## src/rtl/tps_pkg.sv

```systemverilog
// Shared constants and types for the timer prescaler search block.
// Used by tps_divider, tps_multiplier and timer_prescaler_top_search.
package tps_pkg;

  // Number of prescaler candidates and the index width.
  localparam int unsigned NumPresc = 8;
  localparam int unsigned IdxW     = 3;

  // Width of prescaler * 1000; the largest is 1024000, below 2^20.
  localparam int unsigned DivW = 20;

  // Prescaler times milliseconds per second, indexed like the list 1,2,4,8,16,64,256,1024.
  localparam logic [DivW-1:0] DIV_TABLE [NumPresc] = '{
    20'd1000, 20'd2000, 20'd4000, 20'd8000,
    20'd16000, 20'd64000, 20'd256000, 20'd1024000
  };

  // Largest usable top value of the 16-bit counter.
  localparam logic [31:0] TOP_LIMIT = 32'd65535;

  // Divider step counts: a full 64-bit quotient, and a 37-bit quotient for
  // the achieved period (prescaler * 1000 * ticks fits in 37 bits).
  localparam int unsigned CntW       = 7;
  localparam logic [CntW-1:0] STEPS_RECIP  = 7'd64;
  localparam logic [CntW-1:0] STEPS_PERIOD = 7'd37;

  // Width of prescaler * 1000 * ticks and the left shift that aligns it.
  localparam int unsigned ProdW = 37;
  localparam int unsigned AlignW = 64 - ProdW;

  // Request to the serial divider.
  typedef struct packed {
    logic            start;
    logic [CntW-1:0] steps;
  } div_req_t;

  // Status of a serial unit.
  typedef struct packed {
    logic busy;
    logic done;
  } unit_stat_t;

endpackage

```

## src/rtl/tps_divider.sv

```systemverilog
// Bit-serial restoring divider: 64-bit dividend, 32-bit divisor.
// One quotient bit per cycle; depends on tps_pkg.
module tps_divider (
  input  logic                clk,
  input  logic                rst,
  input  tps_pkg::div_req_t   req,
  input  logic [63:0]         dividend,
  input  logic [31:0]         divisor,
  output tps_pkg::unit_stat_t stat,
  output logic [63:0]         quotient
);

  logic [63:0]               quo;
  logic [31:0]               rem;
  logic [31:0]               dvsr;
  logic [tps_pkg::CntW-1:0]  cnt;
  logic                      busy;
  logic                      done;
  logic [32:0]               shifted;
  logic [32:0]               diff;

  // Trial subtraction of the held divisor from the shifted remainder.
  assign shifted = {rem, quo[63]};
  assign diff    = shifted - {1'b0, dvsr};

  // Control: a step count runs down while busy; done pulses after the last step.
  always_ff @(posedge clk) begin
    if (rst) begin
      busy <= 1'b0;
      done <= 1'b0;
      cnt  <= '0;
    end else begin
      done <= 1'b0;
      if (req.start) begin
        busy <= 1'b1;
        cnt  <= req.steps;
      end else if (busy) begin
        cnt <= cnt - 1'b1;
        if (cnt == tps_pkg::CntW'(1)) begin
          busy <= 1'b0;
          done <= 1'b1;
        end
      end
    end
  end

  // Datapath: dividend bits leave at the top, quotient bits enter at the bottom.
  // The divisor is captured with the dividend and held for the whole run.
  always_ff @(posedge clk) begin
    if (req.start) begin
      quo  <= dividend;
      rem  <= '0;
      dvsr <= divisor;
    end else if (busy) begin
      if (!diff[32]) begin
        rem <= diff[31:0];
        quo <= {quo[62:0], 1'b1};
      end else begin
        rem <= shifted[31:0];
        quo <= {quo[62:0], 1'b0};
      end
    end
  end

  assign quotient  = quo;
  assign stat.busy = busy;
  assign stat.done = done;

  // A new request never arrives while a division is running.
  assert property (@(posedge clk) disable iff (rst) req.start |-> !busy)
    else $error("divider started while busy");

  // Done follows the final step of a run.
  assert property (@(posedge clk) disable iff (rst) done |-> $past(busy) && !busy)
    else $error("divider done without a finished run");

  // The remainder always stays below the divisor during a run.
  assert property (@(posedge clk) disable iff (rst)
    busy && !$past(req.start) |-> rem < dvsr)
    else $error("divider remainder out of range");

endmodule

```

## src/rtl/tps_multiplier.sv

```systemverilog
// Bit-serial shift-add multiplier: 64-bit by 32-bit, product kept mod 2^64.
// Takes one multiplier bit per cycle, most significant first; depends on tps_pkg.
module tps_multiplier (
  input  logic                clk,
  input  logic                rst,
  input  logic                start,
  input  logic [63:0]         mcand,
  input  logic [31:0]         mplier,
  output tps_pkg::unit_stat_t stat,
  output logic [63:0]         product
);

  logic [63:0] acc;
  logic [63:0] mc;
  logic [31:0] mr;
  logic [5:0]  cnt;
  logic        busy;
  logic        done;

  // Control: 32 steps, then a one-cycle done pulse.
  always_ff @(posedge clk) begin
    if (rst) begin
      busy <= 1'b0;
      done <= 1'b0;
      cnt  <= '0;
    end else begin
      done <= 1'b0;
      if (start) begin
        busy <= 1'b1;
        cnt  <= 6'd32;
      end else if (busy) begin
        cnt <= cnt - 1'b1;
        if (cnt == 6'd1) begin
          busy <= 1'b0;
          done <= 1'b1;
        end
      end
    end
  end

  // Datapath: double the sum and add the multiplicand for each set bit.
  always_ff @(posedge clk) begin
    if (start) begin
      acc <= '0;
      mc  <= mcand;
      mr  <= mplier;
    end else if (busy) begin
      acc <= {acc[62:0], 1'b0} + (mr[31] ? mc : 64'd0);
      mr  <= {mr[30:0], 1'b0};
    end
  end

  assign product   = acc;
  assign stat.busy = busy;
  assign stat.done = done;

  // A new product never starts while one is running.
  assert property (@(posedge clk) disable iff (rst) start |-> !busy)
    else $error("multiplier started while busy");

  // Done follows the final step of a run.
  assert property (@(posedge clk) disable iff (rst) done |-> $past(busy) && !busy)
    else $error("multiplier done without a finished run");

  // The step count is zero whenever the unit is idle.
  assert property (@(posedge clk) disable iff (rst) !busy && !$past(start) |-> cnt == 6'd0)
    else $error("multiplier count left over");

endmodule

```

## src/rtl/timer_prescaler_top_search.sv

```systemverilog
// Timer prescaler search: one beat in, one beat out, one item at a time.
// Each candidate runs a 64-step reciprocal division, a 32-step multiply and, if its
// tick count fits, a 37-step period division on the bit-serial units, plus sequencing.
// Up to eight candidates are tried per item; a finished beat waits in the output register
// while the next item is taken.
// Synchronous reset clears the state machine, the output valid and the serial units' control; nothing else.
module timer_prescaler_top_search (
  input  logic        clk,
  input  logic        rst,
  input  logic        in_valid,
  output logic        in_ready,
  input  logic [31:0] period_ms,
  input  logic [31:0] clock_hz,
  output logic        out_valid,
  input  logic        out_ready,
  output logic        failed,
  output logic [2:0]  prescaler_index,
  output logic [15:0] top_value
);

  typedef enum logic [8:0] {
    S_IDLE   = 9'b000000001,
    S_RECIP  = 9'b000000010,
    S_RWAIT  = 9'b000000100,
    S_MUL    = 9'b000001000,
    S_CHECK  = 9'b000010000,
    S_PDIV   = 9'b000100000,
    S_PWAIT  = 9'b001000000,
    S_EVAL   = 9'b010000000,
    S_FINISH = 9'b100000000
  } state_t;

  state_t                        state;
  state_t                        state_next;
  logic [31:0]                   period;
  logic [31:0]                   clk_hz;
  logic [tps_pkg::IdxW-1:0]      k;
  logic [31:0]                   ticks;
  logic [tps_pkg::ProdW-1:0]     pprod;
  logic [31:0]                   err;
  logic                          found;
  logic [31:0]                   best_err;
  logic [tps_pkg::IdxW-1:0]      best_idx;
  logic [15:0]                   best_top;

  tps_pkg::div_req_t             div_req;
  logic [63:0]                   div_dividend;
  logic [31:0]                   div_divisor;
  tps_pkg::unit_stat_t           div_stat;
  logic [63:0]                   div_quo;
  logic                          mul_start;
  tps_pkg::unit_stat_t           mul_stat;
  logic [63:0]                   mul_prod;

  logic [31:0]                   tm1;
  logic [31:0]                   pdiff;
  logic                          out_free;

  assign tm1      = ticks - 32'd1;
  assign pdiff    = div_quo[31:0] - period;
  assign out_free = !out_valid || out_ready;
  assign in_ready = (state == S_IDLE);

  // Divider operands: the reciprocal in S_RECIP, the achieved period in S_PDIV.
  always_comb begin
    div_req.start = 1'b0;
    div_req.steps = tps_pkg::STEPS_RECIP;
    div_dividend  = {clk_hz, 32'd0};
    div_divisor   = {12'd0, tps_pkg::DIV_TABLE[k]};
    if (state == S_RECIP) begin
      div_req.start = 1'b1;
    end else if (state == S_PDIV) begin
      div_req.start = 1'b1;
      div_req.steps = tps_pkg::STEPS_PERIOD;
      div_dividend  = {pprod, {tps_pkg::AlignW{1'b0}}};
      div_divisor   = clk_hz;
    end
  end

  assign mul_start = (state == S_RWAIT) && div_stat.done;

  tps_divider u_div (
    .clk      (clk),
    .rst      (rst),
    .req      (div_req),
    .dividend (div_dividend),
    .divisor  (div_divisor),
    .stat     (div_stat),
    .quotient (div_quo)
  );

  tps_multiplier u_mul (
    .clk     (clk),
    .rst     (rst),
    .start   (mul_start),
    .mcand   (div_quo),
    .mplier  (period),
    .stat    (mul_stat),
    .product (mul_prod)
  );

  // Next state of the search sequencer.
  always_comb begin
    state_next = state;
    unique case (state)
      S_IDLE:   if (in_valid) state_next = S_RECIP;
      S_RECIP:  state_next = S_RWAIT;
      S_RWAIT:  if (div_stat.done) state_next = S_MUL;
      S_MUL:    if (mul_stat.done) state_next = S_CHECK;
      S_CHECK:  state_next = (tm1 > tps_pkg::TOP_LIMIT) ? S_FINISH : S_PDIV;
      S_PDIV:   state_next = S_PWAIT;
      S_PWAIT:  if (div_stat.done) state_next = S_EVAL;
      S_EVAL: begin
        if (err == 32'd0 || k == '0) begin
          state_next = S_FINISH;
        end else begin
          state_next = S_RECIP;
        end
      end
      S_FINISH: if (out_free) state_next = S_IDLE;
      default:  state_next = S_IDLE;
    endcase
  end

  always_ff @(posedge clk) begin
    if (rst) begin
      state <= S_IDLE;
    end else begin
      state <= state_next;
    end
  end

  // Search datapath: operands, tick count, period product, error and best pick.
  always_ff @(posedge clk) begin
    if (state == S_IDLE && in_valid) begin
      period   <= period_ms;
      clk_hz   <= clock_hz;
      k        <= tps_pkg::IdxW'(tps_pkg::NumPresc - 1);
      found    <= 1'b0;
      best_err <= '1;
      best_idx <= '0;
      best_top <= '0;
    end
    if (state == S_MUL && mul_stat.done) begin
      ticks <= mul_prod[63:32];
    end
    if (state == S_CHECK) begin
      pprod <= tps_pkg::ProdW'(tps_pkg::DIV_TABLE[k] * ticks[16:0]);
    end
    if (state == S_PWAIT && div_stat.done) begin
      err <= pdiff[31] ? (32'd0 - pdiff) : pdiff;
    end
    if (state == S_EVAL) begin
      // An exact match or a strictly smaller error takes over; ties keep the older one.
      if (err == 32'd0 || err < best_err) begin
        found    <= 1'b1;
        best_err <= err;
        best_idx <= k;
        best_top <= tm1[15:0];
      end
      if (err != 32'd0 && k != '0) begin
        k <= k - 1'b1;
      end
    end
  end

  // Output register: holds the result beat until it is taken.
  always_ff @(posedge clk) begin
    if (rst) begin
      out_valid <= 1'b0;
    end else if (state == S_FINISH && out_free) begin
      out_valid <= 1'b1;
    end else if (out_ready) begin
      out_valid <= 1'b0;
    end
  end

  always_ff @(posedge clk) begin
    if (state == S_FINISH && out_free) begin
      failed          <= !found;
      prescaler_index <= best_idx;
      top_value       <= best_top;
    end
  end

  // The serial units are idle whenever the block is ready for a new beat.
  assert property (@(posedge clk) disable iff (rst)
    in_ready |-> !div_stat.busy && !mul_stat.busy)
    else $error("serial unit busy while idle");

  // Divider results arrive only while the sequencer waits for them.
  assert property (@(posedge clk) disable iff (rst)
    div_stat.done |-> (state == S_RWAIT || state == S_PWAIT))
    else $error("unexpected divider result");

  // Multiplier results arrive only while the sequencer waits for them.
  assert property (@(posedge clk) disable iff (rst)
    mul_stat.done |-> state == S_MUL)
    else $error("unexpected multiplier result");

  // A failed result carries zero index and zero top value.
  assert property (@(posedge clk) disable iff (rst)
    out_valid && failed |-> prescaler_index == '0 && top_value == '0)
    else $error("failed result with nonzero fields");

  // Only a usable tick count reaches the error evaluation.
  assert property (@(posedge clk) disable iff (rst)
    state == S_EVAL |-> tm1 <= tps_pkg::TOP_LIMIT)
    else $error("unusable tick count evaluated");

endmodule

```

## config.mk

```make
export PLATFORM = sky130hd
export DESIGN_NAME = timer_prescaler_top_search
export DESIGN_NICKNAME = d
export VERILOG_FILES = /design/src/rtl/tps_pkg.sv /design/src/rtl/tps_divider.sv /design/src/rtl/tps_multiplier.sv /design/src/rtl/timer_prescaler_top_search.sv
export SDC_FILE = /design/constraint.sdc
export NUM_CORES = 2
export LEC_CHECK = 0
export ABC_AREA = 1
export BUFFER_PORTS_ARGS = -buffer_cell sky130_fd_sc_hd__buf_2
export CAP_MARGIN = 20
export CORE_MARGIN = 8
export CORE_UTILIZATION = 40
export CTS_CLUSTER_SIZE = 16
export DETAILED_ROUTE_END_ITERATION = 12
export HOLD_SLACK_MARGIN = 0.05
export PLACE_DENSITY = 0.57
export SKIP_CTS_REPAIR_TIMING = 1
export SYNTH_ARGS = -nofsm -noshare
export SYNTH_HDL_FRONTEND = slang
export SYNTH_SLANG_ARGS = --single-unit
```

## constraint.sdc

```tcl
create_clock -name clk -period 18.9 [get_ports clk]
set_clock_uncertainty 0.15 [all_clocks]
set_input_delay 0.945 -clock clk [delete_from_list [all_inputs] [get_ports clk]]
set_output_delay 0.945 -clock clk [all_outputs]
set_load 0.005 [all_outputs]
```

==> flow_summary.json <==
{
  "critPathLaunch": "k[1]",
  "cts_tree": "built",
  "power.static_leakage_uw": 0.02215,
  "yosys-top-cells-area": "edfxtp_1 27%, nand2_1 12%, fa_1 11%, inv_1 9.7%, dfxtp_1 8.5%",
  "r2r-start": "k[1]",
  "drcViolationCount": 0,
  "async_flop_share": 0,
  "ys_warn_count": 0,
  "critPathMaxFanout": 24,
  "critPathCaptureType": "register",
  "grt_overflow_total": 0,
  "area_growth_pct": 9.955,
  "drtPass1Iterations": 6,
  "hold_violations": 0,
  "combPwrFrac": 0.306,
  "p_sw_frac": 0.3649,
  "synth-adder-area-share": 0.1924,
  "top_layer_used": "met5",
  "synth_compound_area_frac": 0.08389,
  "clkPwrFrac": 0.316,
  "grt_util_all_layers": 0.2150,
  "place_congestion": 0.9660,
  "grt_max_degree": 71,
  "drv_cap": 0,
  "synth_flop_cell": "edfxtp_1",
  "avgSynthCellArea_um2": 7.758,
  "yosysTopAreaCell": "edfxtp_1",
  "clk-insertion-delay-late_ns": 0.63,
  "yosys.area_share.simple": 0.2314,
  "cts.clk_slew.worst_paths_ns": 0.07,
  "drv_slew": 0,
  "netlist_instances": 5377,
  "ctsHtreeMaxLevel": 3,
  "antenna_found_initial": 5,
  "hp-start": "best_top[10]",
  "drive_gt1_frac": 0.05371,
  "dieHeight_um": 338.9,
  "p_int_uw": 2603,
  "cp.required_ns": 19.13,
  "synth_most_common_cell": "nand2_1",
  "finalSetupViolCount": 0,
  "dieArea_mm2": 0.1149,
  "setup_tns_ns": 0,
  "finalCoreUtilization": 0.4432,
  "vias": 34310,
  "timing.critical_path.arrival_ns": 7.76,
  "die_x_um": 338.9,
  "ys_types": 56,
  "num_rows": 118,
  "clockRootBuffer": "clkbuf_16",
  "cts_buffers": 66,
  "fin_nets": 6012,
  "ys_ff_latch": 552,
  "synth_top_family_by_area": "simple AND/OR/NAND/NOR gates",
  "fin_crit_sh": 0.3984,
  "wl_per_cell_um": 18.42,
  "clk_path_buf_depth": 3,
  "synth_edf_count": 374,
  "wl_met1_um": 59990,
  "pin_count": 90,
  "dp_hpwl_um": 99440,
  "tightest_slew_ns": 1.129,
  "start_kind": "register",
  "yosysTopAreaCellShare": 0.2692,
  "min_path_type": "register to register",
  "grt_pass1_wl_um": 194200,
  "dr_wl_met2_um": 52720,
  "clock_sinks": 552,
  "antenna_left": 0,
  "synth_xor_area_frac": 0.02627,
  "synth_fp_nets": 5951,
  "criticalPathCategory": "register to register",
  "vdd_drop_max_mv": 0.06466,
  "fin_crit_ns": 7.530,
  "seq_area_frac_synth": 0.3546,
  "status": "completed",
  "synth.cell_area_mm2": 0.04172,
  "io_buffers": 89,
  "via_per_inst": 4.991,
  "power_density_mw_per_mm2": 89.35,
  "first_global_vias": 33320,
  "dp_cells": 6748,
  "wl_met3_um": 10300,
  "layout.cells.non_filler": 6874,
  "relSlewSlack": 0.2397,
  "routed_wl_um": 126600,
  "synth_commonest_cells": "1,356 x nand2_1, 1,078 x inv_1, 573 x nor2_1, 374 x edfxtp_1, 280 x ha_1",
  "start_util": 0.4031,
  "synth_mux_area_frac": 0,
  "fmax_mhz": 132.8,
  "coreArea_mm2": 0.1035,
  "drt_iter0_markers": 2932,
  "power_switching_uw": 1496,
  "rsz0062_at_grt": "false",
  "seqPwrFrac": 0.378
}
-- registers in the layout (all words and copies together) (netlist names), 3 cells and up --
signal,count
clk_hz,32
u_mul.product,64
best_top,16
state,9
u_div.rem,32
prescaler_index,3
best_err,32
pprod,34
u_mul.mr,32
best_idx,3
k,3
u_div.dvsr,32
u_div.quotient,64
ticks,32
err,32
period,32
top_value,16
u_div.cnt,7
u_mul.cnt,6
u_mul.mc,64
-- worst max-delay path, stage by stage, from the launching register on --
cell and delay, ns:
dfxtp_1 0.38, nand2_1 0.76, o21ai_1 0.38, inv_1 0.52, nand2_1 0.15, fa_1 0.57
inv_1 0.06, fa_1 0.55, fa_1 0.45, fa_1 0.53, fa_1 0.56, inv_1 0.06
fa_1 0.52, inv_1 0.04, ha_1 0.34, nand2_1 0.12, nor4_1 0.37, nand3_1 0.12
nand3_1 0.14, nand2_1 0.07, nand2_1 0.09, nand2_1 0.06, nand2_1 0.09, nand2_1 0.06
nand2_1 0.07, xor2_1 0.06
-- final timing paths --
kind              cells past startpoint       endpoint  slack (ns)
hold reg to reg                       0  top_value[10]        0.28
hold / removal                        0  top_value[10]        0.28
setup / recovery                     25      pprod[35]       11.37
setup reg to reg                     25      pprod[35]       11.37
-- cell usage in the layout, fill, tap and decap left out, types with 4 or more instances in the layout --
cell type	Yosys	routed
xnor2_1	37	37
clkinv_1	5	7
clkbuf_1	90	23
o221ai_1	8	8
a21o_1	13	13
nand3_1	257	257
fa_1	226	226
bufinv_16	0	4
clkbuf_16	0	69
o21bai_1	42	42
ha_1	280	280
nor3_1	43	42
a21oi_1	216	216
nand3b_1	20	20
nand2_1	1356	1356
nand2_2	16	16
clkbuf_8	0	5
inv_2	11	10
nor2_2	9	11
clkinvlp_4	0	5
nand4_1	36	36
o21a_1	11	11
a31oi_1	13	13
clkinv_4	0	4
buf_2	22	90
a21boi_0	9	9
or2_2	10	10
nor2_1	573	567
nor2_4	6	10
o211ai_1	50	50
edfxtp_1	374	374
clkinv_2	1	6
o21ai_0	228	228
buf_4	2	25
inv_1	1078	1077
xor2_1	85	85
nor4_1	17	16
dfxtp_1	178	177
nand3_2	7	7
-- power by group through the flow --
| stage | Clock [uW] | Sequential [uW] | Combinational [uW] |
|---|---|---|---|
| floorplan | 0 | 1530 | 908 |
| global placement | 0 | 1570 | 1230 |
| detailed placement | 0 | 1570 | 1240 |
| CTS | 1330 | 1550 | 1250 |
| global route | 1380 | 1560 | 1420 |
| finish | 1300 | 1550 | 1250 |
-- cells by family (layout without fill, tap and decap cells) --
group,Yosys count,count (layout)
simple gates,2360,2360
fa+ha+maj,506,506
xor+xnor,123,123
compound gates,614,614
flops,552,552
other cells,0,2
buf+inv,1222,1337
-- cell type report --
cell class                 count  area [um^2]
timing repair buffer         120        720.7
clock inverter                25        300.3
antenna                        2        5.005
multi-input combinational   3603        22320
fill                       10430        57630
tap                         1380         1727
sequential                   552        14800
inverter                    1095         4114
clock buffer                  97         1882
-- per-layer routing --
metal,GRT usage,vias to the layer above
met5,0,-
met4,0.06098,2
met3,0.05292,194
met2,0.3189,1015
met1,0.3095,16080
li1,-,17020
-- per-stage QoR --
stage	cell area, um^2	power [uW]	setup slack, ns	hold WS, ns
global placement	43590	2802	11.57	0.2730
finish	45870	4098	11.37	0.2791
detailed placement	43650	2810	11.38	0.2640
global route	45860	4360	10.81	0.2944
floorplan	41720	2435	12.19	0.2529
CTS	45840	4134	11.38	0.2844
Power figures use the tool's default switching activity.
